`config.mk`:
```
export PLATFORM = sky130hd
export DESIGN_NAME = ascii_setpoint_command_parser
export DESIGN_NICKNAME = d
export VERILOG_FILES = /design/src/ascp_pkg.sv /design/src/ascp_parser.sv /design/src/ascii_setpoint_command_parser.sv
export SDC_FILE = /design/constraint.sdc
export NUM_CORES = 1
export LEC_CHECK = 0
export BUFFER_PORTS_ARGS = -buffer_cell sky130_fd_sc_hd__buf_2
export CAP_MARGIN = 10
export CELL_PAD_IN_SITES_DETAIL_PLACEMENT = 0
export CELL_PAD_IN_SITES_GLOBAL_PLACEMENT = 2
export CORE_MARGIN = 2
export CORE_UTILIZATION = 31
export DETAILED_ROUTE_END_ITERATION = 7
export PLACE_DENSITY = 0.7
export SETUP_SLACK_MARGIN = 0.5
export SYNTH_ARGS = -nofsm -noshare
export SYNTH_HDL_FRONTEND = slang
export SYNTH_SLANG_ARGS = --single-unit
```
`constraint.sdc`:
```
create_clock -name clk_i -period 11.17 [get_ports clk_i]
set_input_delay 3.351 -clock clk_i [delete_from_list [all_inputs] [get_ports clk_i]]
set_output_delay 3.351 -clock clk_i [all_outputs]
set_load 0.005 [all_outputs]
```
`src/ascp_pkg.sv`:
```
// Shared types, character codes and the fraction weight table for the
// ASCII setpoint command parser. No dependencies.
package ascp_pkg;

  localparam logic [7:0] ChNewline = 8'h0A;
  localparam logic [7:0] ChS       = 8'h53;
  localparam logic [7:0] ChR       = 8'h52;
  localparam logic [7:0] ChColon   = 8'h3A;
  localparam logic [7:0] ChMinus   = 8'h2D;
  localparam logic [7:0] ChPoint   = 8'h2E;
  localparam logic [7:0] ChZero    = 8'h30;
  localparam logic [7:0] ChNine    = 8'h39;

  localparam logic [1:0] PosFirst  = 2'd0;
  localparam logic [1:0] PosSecond = 2'd1;
  localparam logic [1:0] PosColon  = 2'd2;
  localparam logic [1:0] PosNumber = 2'd3;

  localparam int unsigned SteerW = 18;
  localparam int unsigned ThrW   = 32;

  typedef enum logic [1:0] {
    KIND_NONE  = 2'd0,
    KIND_PEND  = 2'd1,
    KIND_STEER = 2'd2,
    KIND_SPEED = 2'd3
  } kind_e;

  typedef enum logic [1:0] {
    REPLY_NONE = 2'd0,
    REPLY_OK   = 2'd1,
    REPLY_NK   = 2'd2
  } reply_e;

  typedef struct packed {
    logic              valid;
    reply_e            reply;
    logic [SteerW-1:0] steering;
    logic [ThrW-1:0]   throttle;
  } result_t;

  // Weight of fractional digit k+1 in units of 2^-16, truncated.
  function automatic logic [12:0] frac_weight(input logic [2:0] idx);
    logic [12:0] w;
    unique case (idx)
      3'd0:    w = 13'd6553;
      3'd1:    w = 13'd655;
      3'd2:    w = 13'd65;
      3'd3:    w = 13'd6;
      default: w = 13'd0;
    endcase
    return w;
  endfunction

endpackage

```
`src/ascp_parser.sv`:
```
// Line state and setpoint registers of the command parser: each accepted byte
// updates the registered state. Depends on ascp_pkg.
module ascp_parser #(
  parameter int unsigned FRAC_DIGITS = 5,
  parameter int unsigned INT_BITS    = 16
) (
  input  logic              clk_i,
  input  logic              rst_ni,
  input  logic              take_i,
  input  logic [7:0]        byte_i,
  output ascp_pkg::result_t result_o
);
  import ascp_pkg::*;

  localparam int unsigned MagW = INT_BITS + 17;

  logic [1:0]          pos_q, pos_d;
  kind_e               kind_q, kind_d;
  logic                ended_q, ended_d;
  logic                neg_q, neg_d;
  logic                point_q, point_d;
  logic [INT_BITS-1:0] int_q, int_d;
  logic [16:0]         frac_q, frac_d;
  logic [2:0]          fcnt_q, fcnt_d;
  logic [SteerW-1:0]   steer_q, steer_d;
  logic [ThrW-1:0]     thr_q, thr_d;

  logic [INT_BITS+3:0] int_next;
  logic [3:0]          digit;
  logic                is_digit;
  logic [MagW-1:0]     mag;
  logic [63:0]         mag64;
  logic [ThrW-1:0]     value;
  reply_e              reply;

  assign digit    = 4'(byte_i - ChZero);
  assign is_digit = (byte_i >= ChZero) && (byte_i <= ChNine);
  assign int_next = ({4'b0, int_q} << 3) + ({4'b0, int_q} << 1) + (INT_BITS + 4)'(digit);

  assign mag   = {1'b0, int_q, 16'b0} + MagW'(frac_q);
  assign mag64 = 64'(mag);

  always_comb begin
    if (!neg_q) begin
      value = (mag64 > 64'h7FFF_FFFF) ? 32'h7FFF_FFFF : mag64[31:0];
    end else begin
      value = (mag64 > 64'h8000_0000) ? 32'h8000_0000 : 32'(~mag64[31:0] + 32'd1);
    end
  end

  always_comb begin
    pos_d   = pos_q;
    kind_d  = kind_q;
    ended_d = ended_q;
    neg_d   = neg_q;
    point_d = point_q;
    int_d   = int_q;
    frac_d  = frac_q;
    fcnt_d  = fcnt_q;
    steer_d = steer_q;
    thr_d   = thr_q;
    reply   = REPLY_NONE;
    if (take_i && byte_i != ChNewline) begin
      unique case (pos_q)
        PosFirst: begin
          kind_d = (byte_i == ChS) ? KIND_PEND : KIND_NONE;
          pos_d  = PosSecond;
        end
        PosSecond: begin
          if (kind_q == KIND_PEND) begin
            kind_d = (byte_i == ChS) ? KIND_STEER :
                     (byte_i == ChR) ? KIND_SPEED : KIND_NONE;
          end
          pos_d = PosColon;
        end
        PosColon: begin
          if ((kind_q == KIND_STEER || kind_q == KIND_SPEED) && byte_i != ChColon) begin
            kind_d = KIND_PEND;
          end
          pos_d = PosNumber;
        end
        default: begin
          if (!ended_q) begin
            priority if (byte_i == ChMinus) begin
              neg_d = 1'b1;
            end else if (byte_i == ChPoint) begin
              point_d = 1'b1;
            end else if (is_digit) begin
              if (!point_q) begin
                int_d = (int_next[INT_BITS+3:INT_BITS] != 4'd0) ? {INT_BITS{1'b1}}
                                                                 : int_next[INT_BITS-1:0];
              end else if (fcnt_q < 3'(FRAC_DIGITS)) begin
                frac_d = frac_q + 17'(digit) * 17'(frac_weight(fcnt_q));
                fcnt_d = fcnt_q + 3'd1;
              end
            end else begin
              ended_d = 1'b1;
            end
          end
        end
      endcase
    end else if (take_i) begin
      if (pos_q == PosColon) begin
        if (kind_q == KIND_STEER || kind_q == KIND_SPEED) begin
          reply = REPLY_NK;
        end
      end else if (pos_q == PosNumber) begin
        unique case (kind_q)
          KIND_PEND: reply = REPLY_NK;
          KIND_STEER: begin
            if (mag64 <= 64'd65536) begin
              steer_d = value[SteerW-1:0];
              reply   = REPLY_OK;
            end else begin
              reply = REPLY_NK;
            end
          end
          KIND_SPEED: begin
            thr_d = value;
            reply = REPLY_OK;
          end
          default: reply = REPLY_NONE;
        endcase
      end
      pos_d   = PosFirst;
      kind_d  = KIND_NONE;
      ended_d = 1'b0;
      neg_d   = 1'b0;
      point_d = 1'b0;
      int_d   = '0;
      frac_d  = '0;
      fcnt_d  = '0;
    end
  end

  assign result_o.valid    = take_i && (byte_i == ChNewline);
  assign result_o.reply    = reply;
  assign result_o.steering = steer_d;
  assign result_o.throttle = thr_d;

  always_ff @(posedge clk_i or negedge rst_ni) begin
    if (!rst_ni) begin
      pos_q   <= PosFirst;
      kind_q  <= KIND_NONE;
      ended_q <= 1'b0;
      neg_q   <= 1'b0;
      point_q <= 1'b0;
      int_q   <= '0;
      frac_q  <= '0;
      fcnt_q  <= '0;
      steer_q <= '0;
      thr_q   <= '0;
    end else begin
      pos_q   <= pos_d;
      kind_q  <= kind_d;
      ended_q <= ended_d;
      neg_q   <= neg_d;
      point_q <= point_d;
      int_q   <= int_d;
      frac_q  <= frac_d;
      fcnt_q  <= fcnt_d;
      steer_q <= steer_d;
      thr_q   <= thr_d;
    end
  end

endmodule

```
`src/ascii_setpoint_command_parser.sv`:
```
// Top level of the ASCII setpoint command parser: byte stream in, one reply
// item per newline out through an output register and a skid stage.
// Depends on ascp_pkg and ascp_parser.
//
// Channel   Direction  Payload
// s_axis    in         tdata[7:0] rx_byte
// m_axis    out        tdata[1:0] reply, [19:2] steering_value, [51:20] throttle_value
//
// One byte is taken per cycle unless input stalls; parser state updates in the same
// cycle and a newline's reply is registered in the output or else the skid stage.
// The skid stage holds a second reply, so bytes keep flowing while one reply
// waits; input stalls only while both output slots are full.
// Reset clears the line state, both setpoints and the output valid flags.
module ascii_setpoint_command_parser #(
  parameter int unsigned FRAC_DIGITS = 5,
  parameter int unsigned INT_BITS    = 16
) (
  input  logic        clk_i,
  input  logic        rst_ni,
  input  logic        s_axis_tvalid,
  output logic        s_axis_tready,
  input  logic [7:0]  s_axis_tdata,   // rx_byte
  output logic        m_axis_tvalid,
  input  logic        m_axis_tready,
  output logic [55:0] m_axis_tdata    // reply, steering_value, throttle_value, zero fill
);
  import ascp_pkg::*;

  result_t res;
  result_t out_q;
  result_t skid_q;
  logic    out_valid_q;
  logic    skid_valid_q;
  logic    take;
  logic    out_fire;

  assign s_axis_tready = !skid_valid_q;
  assign take          = s_axis_tvalid && s_axis_tready;
  assign out_fire      = out_valid_q && m_axis_tready;

  ascp_parser #(
    .FRAC_DIGITS(FRAC_DIGITS),
    .INT_BITS   (INT_BITS)
  ) u_parser (
    .clk_i   (clk_i),
    .rst_ni  (rst_ni),
    .take_i  (take),
    .byte_i  (s_axis_tdata),
    .result_o(res)
  );

  always_ff @(posedge clk_i or negedge rst_ni) begin
    if (!rst_ni) begin
      out_valid_q  <= 1'b0;
      skid_valid_q <= 1'b0;
    end else if (skid_valid_q) begin
      if (out_fire) begin
        skid_valid_q <= 1'b0;
      end
    end else if (!out_valid_q || out_fire) begin
      out_valid_q <= res.valid;
    end else if (res.valid) begin
      skid_valid_q <= 1'b1;
    end
  end

  always_ff @(posedge clk_i) begin
    if (skid_valid_q) begin
      if (out_fire) begin
        out_q <= skid_q;
      end
    end else if (!out_valid_q || out_fire) begin
      out_q <= res;
    end else if (res.valid) begin
      skid_q <= res;
    end
  end

  assign m_axis_tvalid = out_valid_q;
  assign m_axis_tdata  = {4'b0, out_q.throttle, out_q.steering, out_q.reply};

endmodule

```
==> results.md, run 1 <==
* WL final at 32,800 um
* Clock Tree Buf Depth at 2
* Switch Pwr at around 0.0008 W
* Clk pin slew, worst setup/hold paths at 0.09 ns
* Hold Vio Cnt, Final at 0
* GRT Util Overall at 16.0%
* Die height at 206 um
* Area of the multi-input gates at 6430 um^2
* H-tree depth at 4
* Worst EP required at 11.52 ns
* Number of CTS-inserted buffers at 17
* TNS Setup at 0 ns
* Layout cells sized above 1 at 14.4%
* Gp weighted congestion at 0.804
* Worst slew margin at 27.8%
* Fin util at 35.1%
* Hold wc startpoint: u_parser.thr_q[16]$_DFF_PN0_
* Distinct cells, synth at 84
* Cells after synthesis at 1,238
* Hold-critical path endpoint: u_parser.thr_q[16]$_DFF_PN0_
* Worst Hold Class: flip-flop to flip-flop
* Worst slew pin tran at 1.08 ns
* Maximum vdd drop at 0.106 mV
* Num ports at 70
* PD cells at 160 nW/um^2
* Worst r2r src: u_parser.fcnt_q[0]$_DFFE_PN0P_
* Rows at 73
* Die width at between 200 and 250 um
* Setup slack after layout at 3.42 ns
* Crit. End Element: flip-flop
* Sink Count at just under 200
* CTS tree: built
* Sequential share of power at 36.0%
* Sequential share of the synthesized area at 43.6%
* Final min period at slightly below 8 ns
* Synth Register Bits at roughly 200
* Initial Util at 31.6%
* Hold WS at between 0.4 and 0.5 ns
* Final setup viols at 0
* EDFF count, synth at 104
* Final period utilization at 69.4%
* Max Cap Viol at 0
* Post-CTS resize count at 0
* Outcome: complete, no violations
* Flop2flop setup slack at 5.89 ns
* Vias per cell at 5.09
* DR DRC count at 0
* Synth-to-layout area growth at 10.9%
* Combinational Power Share at ~35%
* Highest clock rate at 0.129 GHz
* Setup CP Type: primary input to flip-flop
* Int Power at 0.00143 W
* Via count of the routed design at 9,210
* Clock latency on the worst-skew pair at between 0.4 and 0.5 ns
* LEAKAGE at between 6 and 7 nW
* Vias in the first global route at 8,828
* Ranking of synthesized cells by area: edfxtp_1, dfrtp_1, ha_1, fa_1, mux2_2
* Die ar. at 42,300 um^2
* Prevailing post-synth register cell: edfxtp_1
* Post-Synthesis Cell Area at ~13,000 um^2
* Worst setup SP type: primary input
* Largest net degree at the start of global routing at 60
* Ys async rst share at 47.7%
* Starting DRT DRC Count at 503
* # fillers at ~4,100
* Reg-to-reg endpoint: u_parser.frac_q[16]$_DFFE_PN0P_
* N_diodes at 0
* Area leader, netlist: edfxtp_1
* Nets@finish at 1,389
* CTS Hold Bufs at 0
* Post-place setup slack at 2.89 ns
* Worst Path Arrival at 8.09 ns
* Crit-path max FO at 7
* Drt first pass iters at 5
* Initial antenna violation count at 0
* Setup bufs post-CTS at 0
* Clock power frac at roughly 29%
* Antenna viol nets, final at 0
* Area of the core at 39,900 um^2
* # port buffers at 65
* First-pass GRT wire length at ~52,000 um
* Cells on worst reg2reg path at 18
* Final Power at approximately 0.0022 W
* Mean post-synth cell area at 10.2 um^2
* Gr ovfl total at 0
* Synth Warn # at 0
* Root Driver: clkbuf_16
* Post-DP HPWL at 23,800 um
* Area share of the largest cell type after synthesis at between 20% and 30%
* Register area at 5500 um^2
* Clock skew at 0.0224 ns
* Fin. max-slew vios at 0
* Wirelength per Cell at 18.2 um
* Sw Ratio at 36.2%
* RSZ-0062 raised after global routing: false
* Worst hold stages at 2
-- per-stage QoR --
stage	std cells	area (um^2)
after floorplan	1241	12600
final	1808	14000
after global placement	1776	13400
after CTS	1808	14000
after global routing	1808	14000
after detailed placement	1776	13400
-- logic make-up after synthesis --
group	after synthesis	share of synthesized area, %
AND/OR/NAND/NOR	375	15.3
AO/OA/AOI/OAI	302	16.4
flip-flops	199	43.6
buffers and inverters	171	5.60
adder cells (fa/ha/maj)	107	12.4
multiplexers	45	3.97
XOR/XNOR	38	2.64
other	1	0.0297
-- power groups by stage --
stage	sequential (W)	clock (W)	combinational, W
final	0.000807	0.000642	0.000793
after global routing	0.000810	0.000688	0.000910
after detailed placement	0.000822	0	0.000793
after global placement	0.000822	0	0.000790
after floorplan	0.000808	0	0.000614
after CTS	0.000807	0.000659	0.000799
-- cells in the final DEF, fill, tap and decap left out, drive strengths merged, types with 9 or more instances in the layout --
master  count
clkbuf     18
a311oi     10
o41ai      10
fa         30
mux2       40
ha         77
nor3       29
a21o       14
a21oi      47
a31oi      27
nand2     115
or3        14
and3       17
nor4       13
nor2       78
edfxtp    104
xnor2      22
dfrtp      95
o31ai      18
and2       18
nand3      22
nand4      19
xor2       16
o21ai      90
nor2b      11
inv       109
a211oi      9
o211ai     11
buf        79
-- final cells by class --
cell class	instances	area share [%]
inverter	102	2.74
sequential	199	39.3
timing repair buffer	79	3.09
clock buffer	18	3.07
multi-input combinational	871	46.0
clock inverter	14	1.14
tap	525	4.69
-- Yosys cell counts, drive strengths merged (19+ instances only) --
cell / instances
o21ai: 90
nand3: 22
clkbuf: 47
nor2: 78
ha: 77
nand4: 19
a31oi: 27
dfrtp: 95
inv: 101
xnor2: 22
fa: 30
nor3: 29
mux2: 40
nand2: 115
edfxtp: 104
a21oi: 47
buf: 22
-- sequential cells by signal (all words and copies together), names as in the netlist, 2 cells and up --
register and flops:
m_axis_tdata 52, skid_q 52, u_parser.thr_q 32, u_parser.steer_q 18, u_parser.frac_q 17, u_parser.int_q 16, u_parser.fcnt_q 3, u_parser.kind_q 2
u_parser.pos_q 2
-- layer usage --
layer / track usage, % / wire length, um / vias up
met3: 2.23 / 1060 / 22
li1: - / - / 4550
met4: 3.75 / 390 / 0
met1: 24.3 / 17100 / 4467
met2: 23.9 / 14200 / 171
met5: 0 / 0 / -
-- how the worst max path moves through the flow --
stage | to | start
after floorplan | u_parser.frac_q[16]$_DFFE_PN0P_ | s_axis_tdata[3]
after global placement | u_parser.frac_q[16]$_DFFE_PN0P_ | s_axis_tdata[3]
after detailed placement | u_parser.frac_q[16]$_DFFE_PN0P_ | s_axis_tdata[3]
after CTS | u_parser.frac_q[16]$_DFFE_PN0P_ | s_axis_tdata[3]
after global routing | u_parser.frac_q[16]$_DFFE_PN0P_ | s_axis_tdata[3]
final | u_parser.frac_q[16]$_DFFE_PN0P_ | s_axis_tdata[3]
-- critical path, stage by stage --
cell	delay [ns]
buf_2	0.16
nor2b_1	0.16
and2_1	0.22
or2_2	0.35
nor2_1	0.16
fa_1	0.47
fa_1	0.49
fa_1	0.52
inv_1	0.05
ha_1	0.23
a211oi_1	0.31
o21ai_0	0.19
a311oi_1	0.41
nor3_1	0.11
a2111oi_0	0.48
xnor2_1	0.16
a21oi_1	0.17
o22ai_1	0.09
(Power assumes the default switching activity.)
==> run 2, diff against run 1 <==
PLACE_DENSITY = 0.73   (was 0.7)
clock period = 7 ns   (was 11.17 ns; I/O delays follow)
==> run 2 against run 1 <==
Against the previous run: non-clock buffer count up 3; clock skew down 0.0034 ns; power increased by 56%; combinational power increased by 61%; utilization is essentially flat; via count about the same; critical endpoint unchanged; highest routed layer unchanged.
==> results.md, run 2 (synthesis gave the netlist of run 1 again) <==
* Outcome: complete, no violations
* Die height at 206 um
* Worst setup path start: s_axis_tdata[3]
* LEAKAGE at 6.43 nW
* WL final at 32,300 um
* Vias in the first global route at 8,917
* Sink Count at 199
* Vias per cell at a little over 5
* Fin cells at 1,810
* Clock skew at 0.0190 ns
* Gr ovfl total at 0
* Hold WS at 0.483 ns
* Final period utilization at between 80 and 90%
* Commonest non-fill, non-tap cell in the layout: nand2_1
* Die width at 206 um
* Post-placement cell count at around 1,800
* Gp weighted congestion at 0.839
* Final setup viols at 0
* Hold Vio Cnt, Final at 0
* # fillers at 4,028
* Critical-path cell list: buf_2 > nor2b_1 > and2_1 > or2_2 > nor2_1 > fa_1 > fa_1 > fa_1 > inv_1 > ha_1 > a211oi_1 > o21ai_1 > a311oi_2 > nor3_1 > a2111oi_2 > xnor2_1 > a21oi_1 > o22ai_1
* Rows at 73
* Num ports at 70
* Layout cells sized above 1 at between 10% and 20%
* Post-DP HPWL at approximately 24,000 um
* DR DRC count at 0
* First-pass GRT wire length at 51,800 um
* Final min period at 6.20 ns
* Clock Tree Buf Depth at 2
* Fin. max-slew vios at 0
* # port buffers at 65
* Area of the core at between 30,000 and 40,000 um^2
* H-tree depth at 4
* PD cells at 250 nW/um^2
* Maximum vdd drop at 0.145 mV
* Clock latency on the worst-skew pair at 0.45 ns
* Setup CP Type: primary input to flip-flop
* Slowest cell on crit path: fa_1
* Clk pin slew, worst setup/hold paths at about 0.080 ns
* Number of CTS-inserted buffers at 17
* Worst slew margin at 28.3%
* Root Driver: clkbuf_16
* GRT Util Overall at between 10% and 20%
* Worst Hold Class: flip-flop to flip-flop
* Largest net degree at the start of global routing at 60
* Hold-critical path endpoint: u_parser.thr_q[30]$_DFF_PN0_
* Initial antenna violation count at 1
* Cells on worst reg2reg path at 18
* Most frequent cells in the layout: nand2_1, edfxtp_1, inv_1
* Worst EP required at 7.38 ns
* Worst Path Arrival at 6.58 ns
* Nets@finish at about 1,400
* Initial Util at between 30% and 40%
* Die ar. at 42,300 um^2
* Worst slew pin tran at 1.07 ns
* Crit-path max FO at 5
* Via count of the routed design at between 9,000 and 10,000
* CP peak stage delay at between 0.5 and 0.6 ns
* Highest clock rate at 0.161 GHz
* Wirelength per Cell at 17.8 um
* TNS Setup at 0 ns
* Fin util at between 30% and 40%
* N_diodes at 0
* Synth-to-layout area growth at 10.8%
* Reg-to-reg endpoint: u_parser.frac_q[16]$_DFFE_PN0P_
* Max Cap Viol at 0
* Drt first pass iters at 5
* Starting DRT DRC Count at about 500
* Flop2flop setup slack at 1.98 ns
* Most used cell, CP: fa_1
* Crit. End Element: flip-flop
* Hold wc startpoint: u_parser.thr_q[30]$_DFF_PN0_
* Setup bufs post-CTS at 0
* Worst r2r src: u_parser.fcnt_q[0]$_DFFE_PN0P_
* Worst hold stages at 2
* Antenna viol nets, final at 0
* CTS tree: built
* RSZ-0062 raised after global routing: false
* Worst setup SP type: primary input
## run 2: changes by cell type in the layout (fill, tap and decap cells not counted), sizes merged
cell | before | now
clkbuf | 18 | 17
buf | 79 | 82
bufinv | 2 | 0
clkinv | 3 | 6
inv | 109 | 108
## run 2: routing by layer
layer  vias up  global-route usage [%]  wire length, um
met4         0                    3.78              371
met5         -                       0                0
li1       4577                       -                -
met1      4439                    23.0            16400
met3        19                    2.52             1130
met2       177                    24.4            14400
## run 2: worst max path at each step
| stage | end | cells past startpoint |
|---|---|---|
| after floorplan | u_parser.frac_q[16]$_DFFE_PN0P_ | 17 |
| after global placement | u_parser.frac_q[16]$_DFFE_PN0P_ | 18 |
| after detailed placement | u_parser.frac_q[16]$_DFFE_PN0P_ | 18 |
| after CTS | u_parser.frac_q[16]$_DFFE_PN0P_ | 18 |
| after global routing | u_parser.frac_q[16]$_DFFE_PN0P_ | 18 |
| final | u_parser.frac_q[16]$_DFFE_PN0P_ | 18 |
## run 2: worst max-delay path, delay by kind of cell
kind | cells | cell delay [ns]
buffers and inverters | 2 | 0.14
AO/OA/AOI/OAI | 6 | 1.41
XOR/XNOR | 1 | 0.19
adder cells (fa/ha/maj) | 4 | 1.69
AND/OR/NAND/NOR | 5 | 1.03
## run 2: power by group
group	leakage [nW]	internal (W)	total [W]	switching (W)
sequential	2.54	0.00124	0.00129	0.0000418
clock	0.266	0.000463	0.000939	0.000476
combinational	3.62	0.000506	0.00128	0.000771
## run 2: area by class of cell
class	count	area, um^2	share of cell area [%]
sequential	199	5500	39.3
multi-input combinational	871	6450	46.1
tap	525	657	4.70
timing repair buffer	82	455	3.26
clock inverter	14	119	0.850
clock buffer	17	425	3.04
inverter	102	383	2.74
## run 2: per-stage QoR
stage / total power [W] / setup slack, ns / cell area (um^2)
6_report: 0.00350 / 0.803 / 14000
5_1_grt: 0.00378 / 0.494 / 14000
4_1_cts: 0.00353 / 0.586 / 14000
3_5_place_dp: 0.00258 / 0.0849 / 13400
3_3_place_gp: 0.00257 / 0.119 / 13400
2_1_floorplan: 0.00227 / 0.705 / 12600
## run 2: repair_timing
action | 4_1_cts | 5_1_grt
endpoints found under the setup margin | 0 | 1
resized for setup | 0 | 5
hold buffers | 0 | 0
==> run 3, diff against run 2 <==
ABC_AREA = 1   (was default)
PLACE_DENSITY = 0.77   (was 0.73)
==> run 3 against run 2 <==
Against the previous run: global-route usage rose by 0.15 points; clock power is 8% higher; power is 10% higher; setup slack better by 0.75 ns; worst hold slack better by 0.039 ns; routed wire length grew 4.2%; non-clock buffer count down 8; combinational power rose by 15%; critical path depth rose by 2; critical path type unchanged; critical endpoint is now u_parser.frac_q[12]$_DFFE_PN0P_; highest routed layer unchanged.
==> results.md, run 3 <==
* Outcome: complete, no violations
* First-pass GRT wire length at roughly 55,000 um
* Clk pin slew, worst setup/hold paths at ~0.07 ns
* Vias in the first global route at 10,026
* Adder-cell share of the synthesized area at between 10 and 15%
* Worst setup path start: s_axis_tdata[1]
* Max Cap Viol at 0
* Prevailing post-synth register cell: edfxtp_1
* Area share of the largest cell type after synthesis at a little under a quarter
* EDFF count, synth at 104
* Crit-path max FO at 9
* Antenna viol nets, final at 0
* Setup CP Type: primary input to flip-flop
* Worst r2r src: u_parser.fcnt_q[0]$_DFFE_PN0P_
* Die width at 209 um
* Maximum vdd drop at 0.203 mV
* Gr ovfl total at 0
* WL final at 33,600 um
* Wirelength per Cell at 15.4 um
* Synth Area in Compound Gates at 5.53%
* CTS tree: built
* Worst setup SP type: primary input
* Count leader, synth: nand2_1
* PD cells at approximately 270 nW/um^2
* Worst Path Arrival at 5.82 ns
* Worst Hold Class: flip-flop to flip-flop
* Die height at between 200 and 250 um
* Ranking of synthesized cells by area: edfxtp_1, dfrtp_1, nand2_1, nand3_1, ha_1
* Final period utilization at 77.9%
* Worst slew margin at 42.4%
* Gp weighted congestion at 0.827
* Clock Tree Buf Depth at 2
* GRT Util Overall at about 16%
* Ys async rst share at between 40% and 50%
* Highest clock rate at 0.184 GHz
* Sink Count at 199
* Root Driver: clkbuf_16
* Crit. End Element: flip-flop
* Synth Register Bits at about 200
* Mux share of post-synthesis cell area at 0%
* # port buffers at 65
* Final min period at 5.45 ns
* Initial antenna violation count at 0
* Final setup viols at 0
* # fillers at 4,368
* Post-Synthesis Cell Area at 13,000 um^2
* Synth Area in XOR/XNOR at 2.62%
* Register area at 5500 um^2
* Via count of the routed design at between 10,000 and 15,000
* Vias per cell at 4.67
* Area of the core at 41,700 um^2
* Die ar. at 43,700 um^2
* Drt first pass iters at 5
* Starting DRT DRC Count at between 500 and 600
* Largest family of logic cells by synthesized area: simple AND/OR/NAND/NOR gates
* N_diodes at 0
* Rows at 75
* Most frequent cells in the layout: nand2_1, nand3_1, inv_1
* Final Instance Area at 14,500 um^2
* Synth Area in Simple Gates at ~30%
* Area leader, netlist: edfxtp_1
* Post-place instance area at 13,900 um^2
* Cells after synthesis at about 1,600
* Fin util at approximately a third
* Hold wc startpoint: skid_q[0]$_DFFE_PP_
* Synth-to-layout area growth at 11.5%
* LEAKAGE at 7.16 nW
* Nets@finish at 1,749
* Initial Util at 31.3%
* DR DRC count at 0
* Commonest non-fill, non-tap cell in the layout: nand2_1
* RSZ-0062 raised after global routing: false
* Clock skew at 0.00979 ns
* Number of CTS-inserted buffers at 17
* Mean post-synth cell area at 8.26 um^2
* TNS Setup at 0 ns
* Synth cell count leaders: nand2_1, nand3_1, inv_1, nor2_1, edfxtp_1
* Largest net degree at the start of global routing at 55
* Area of the multi-input gates at 6570 um^2
* Final Power at roughly 0.0039 W
* H-tree depth at 4
* Hold Vio Cnt, Final at 0
* Num ports at 70
* Fin. max-slew vios at 0
* Sequential share of the synthesized area at 42.2%
* Post-DP HPWL at 25,200 um
* Clock latency on the worst-skew pair at 0.45 ns
* Worst slew pin tran at 0.862 ns
* Layout cells sized above 1 at 11.6%
* Synth Warn # at 0
* Setup bufs post-CTS at 0
* CTS Hold Bufs at 0
* Post-CTS resize count at 0
* Flop2flop setup slack at about 2.4 ns
* Worst EP required at 7.37 ns
* Distinct cells, synth at 43
==> run 3: routing by layer <==
layer | track usage, % | wire length [um] | share of wire [%]
met4 | 4.43 | 420 | 1.2
met3 | 1.73 | 890 | 2.6
met2 | 24.5 | 14900 | 44
met5 | 0 | 0 | 0
met1 | 23.7 | 17300 | 52
==> run 3: power by group <==
| part | leakage, nW | internal (W) | switching (W) |
|---|---|---|---|
| clock | 0.296 | 0.000513 | 0.000496 |
| combinational | 4.69 | 0.000533 | 0.000938 |
| sequential | 2.18 | 0.00128 | 0.0000883 |
| total | 7.16 | 0.00233 | 0.00152 |
==> run 3: critical path, stage by stage <==
cell	delay, ns
buf_2	0.12
inv_2	0.09
nor2_1	0.32
inv_1	0.11
fa_1	0.55
inv_1	0.05
ha_1	0.26
inv_1	0.05
fa_1	0.49
inv_1	0.04
ha_1	0.35
nand2_1	0.09
inv_1	0.04
a21oi_1	0.24
o21ai_0	0.18
a21boi_0	0.31
o21ai_0	0.17
nand2_1	0.08
nand2_1	0.05
o22ai_1	0.11
==> run 3: logic make-up after synthesis <==
group                    Yosys count
adder cells (fa/ha/maj)          107
flip-flops                       199
AND/OR/NAND/NOR                  854
other                              1
XOR/XNOR                          39
AO/OA/AOI/OAI                    130
buffers and inverters            247
==> run 3: cell type report <==
| class | count | area share (%) |
|---|---|---|
| clock inverters | 15 | 1.31 |
| multi-input cells | 1134 | 45.2 |
| clock buffers | 17 | 2.93 |
| flip-flops and latches | 199 | 37.9 |
| inverters | 204 | 5.29 |
| repair buffers | 74 | 2.72 |
| well taps | 539 | 4.64 |
==> run 3: stage by stage <==
stage,cells,hold WS [ns],setup slack [ns]
5_1_grt,2182,0.537,1.21
6_report,2182,0.522,1.55
4_1_cts,2182,0.521,1.61
3_5_place_dp,2150,0.503,1.13
2_1_floorplan,1580,0.460,1.63
3_3_place_gp,2150,0.499,1.15
==> run 3: path summary, 6_finish.rpt <==
check                      depth (start not counted)                         endpoint
hold / removal                                     2       m_axis_tdata[20]$_DFFE_PP_
setup / recovery                                  20  u_parser.frac_q[12]$_DFFE_PN0P_
hold reg to reg                                    2       m_axis_tdata[20]$_DFFE_PP_
setup reg to reg                                  19  u_parser.frac_q[12]$_DFFE_PN0P_
max in group asynchronous                          2   u_parser.int_q[13]$_DFFE_PN0P_
min in group asynchronous                          1   u_parser.steer_q[11]$_DFF_PN0_
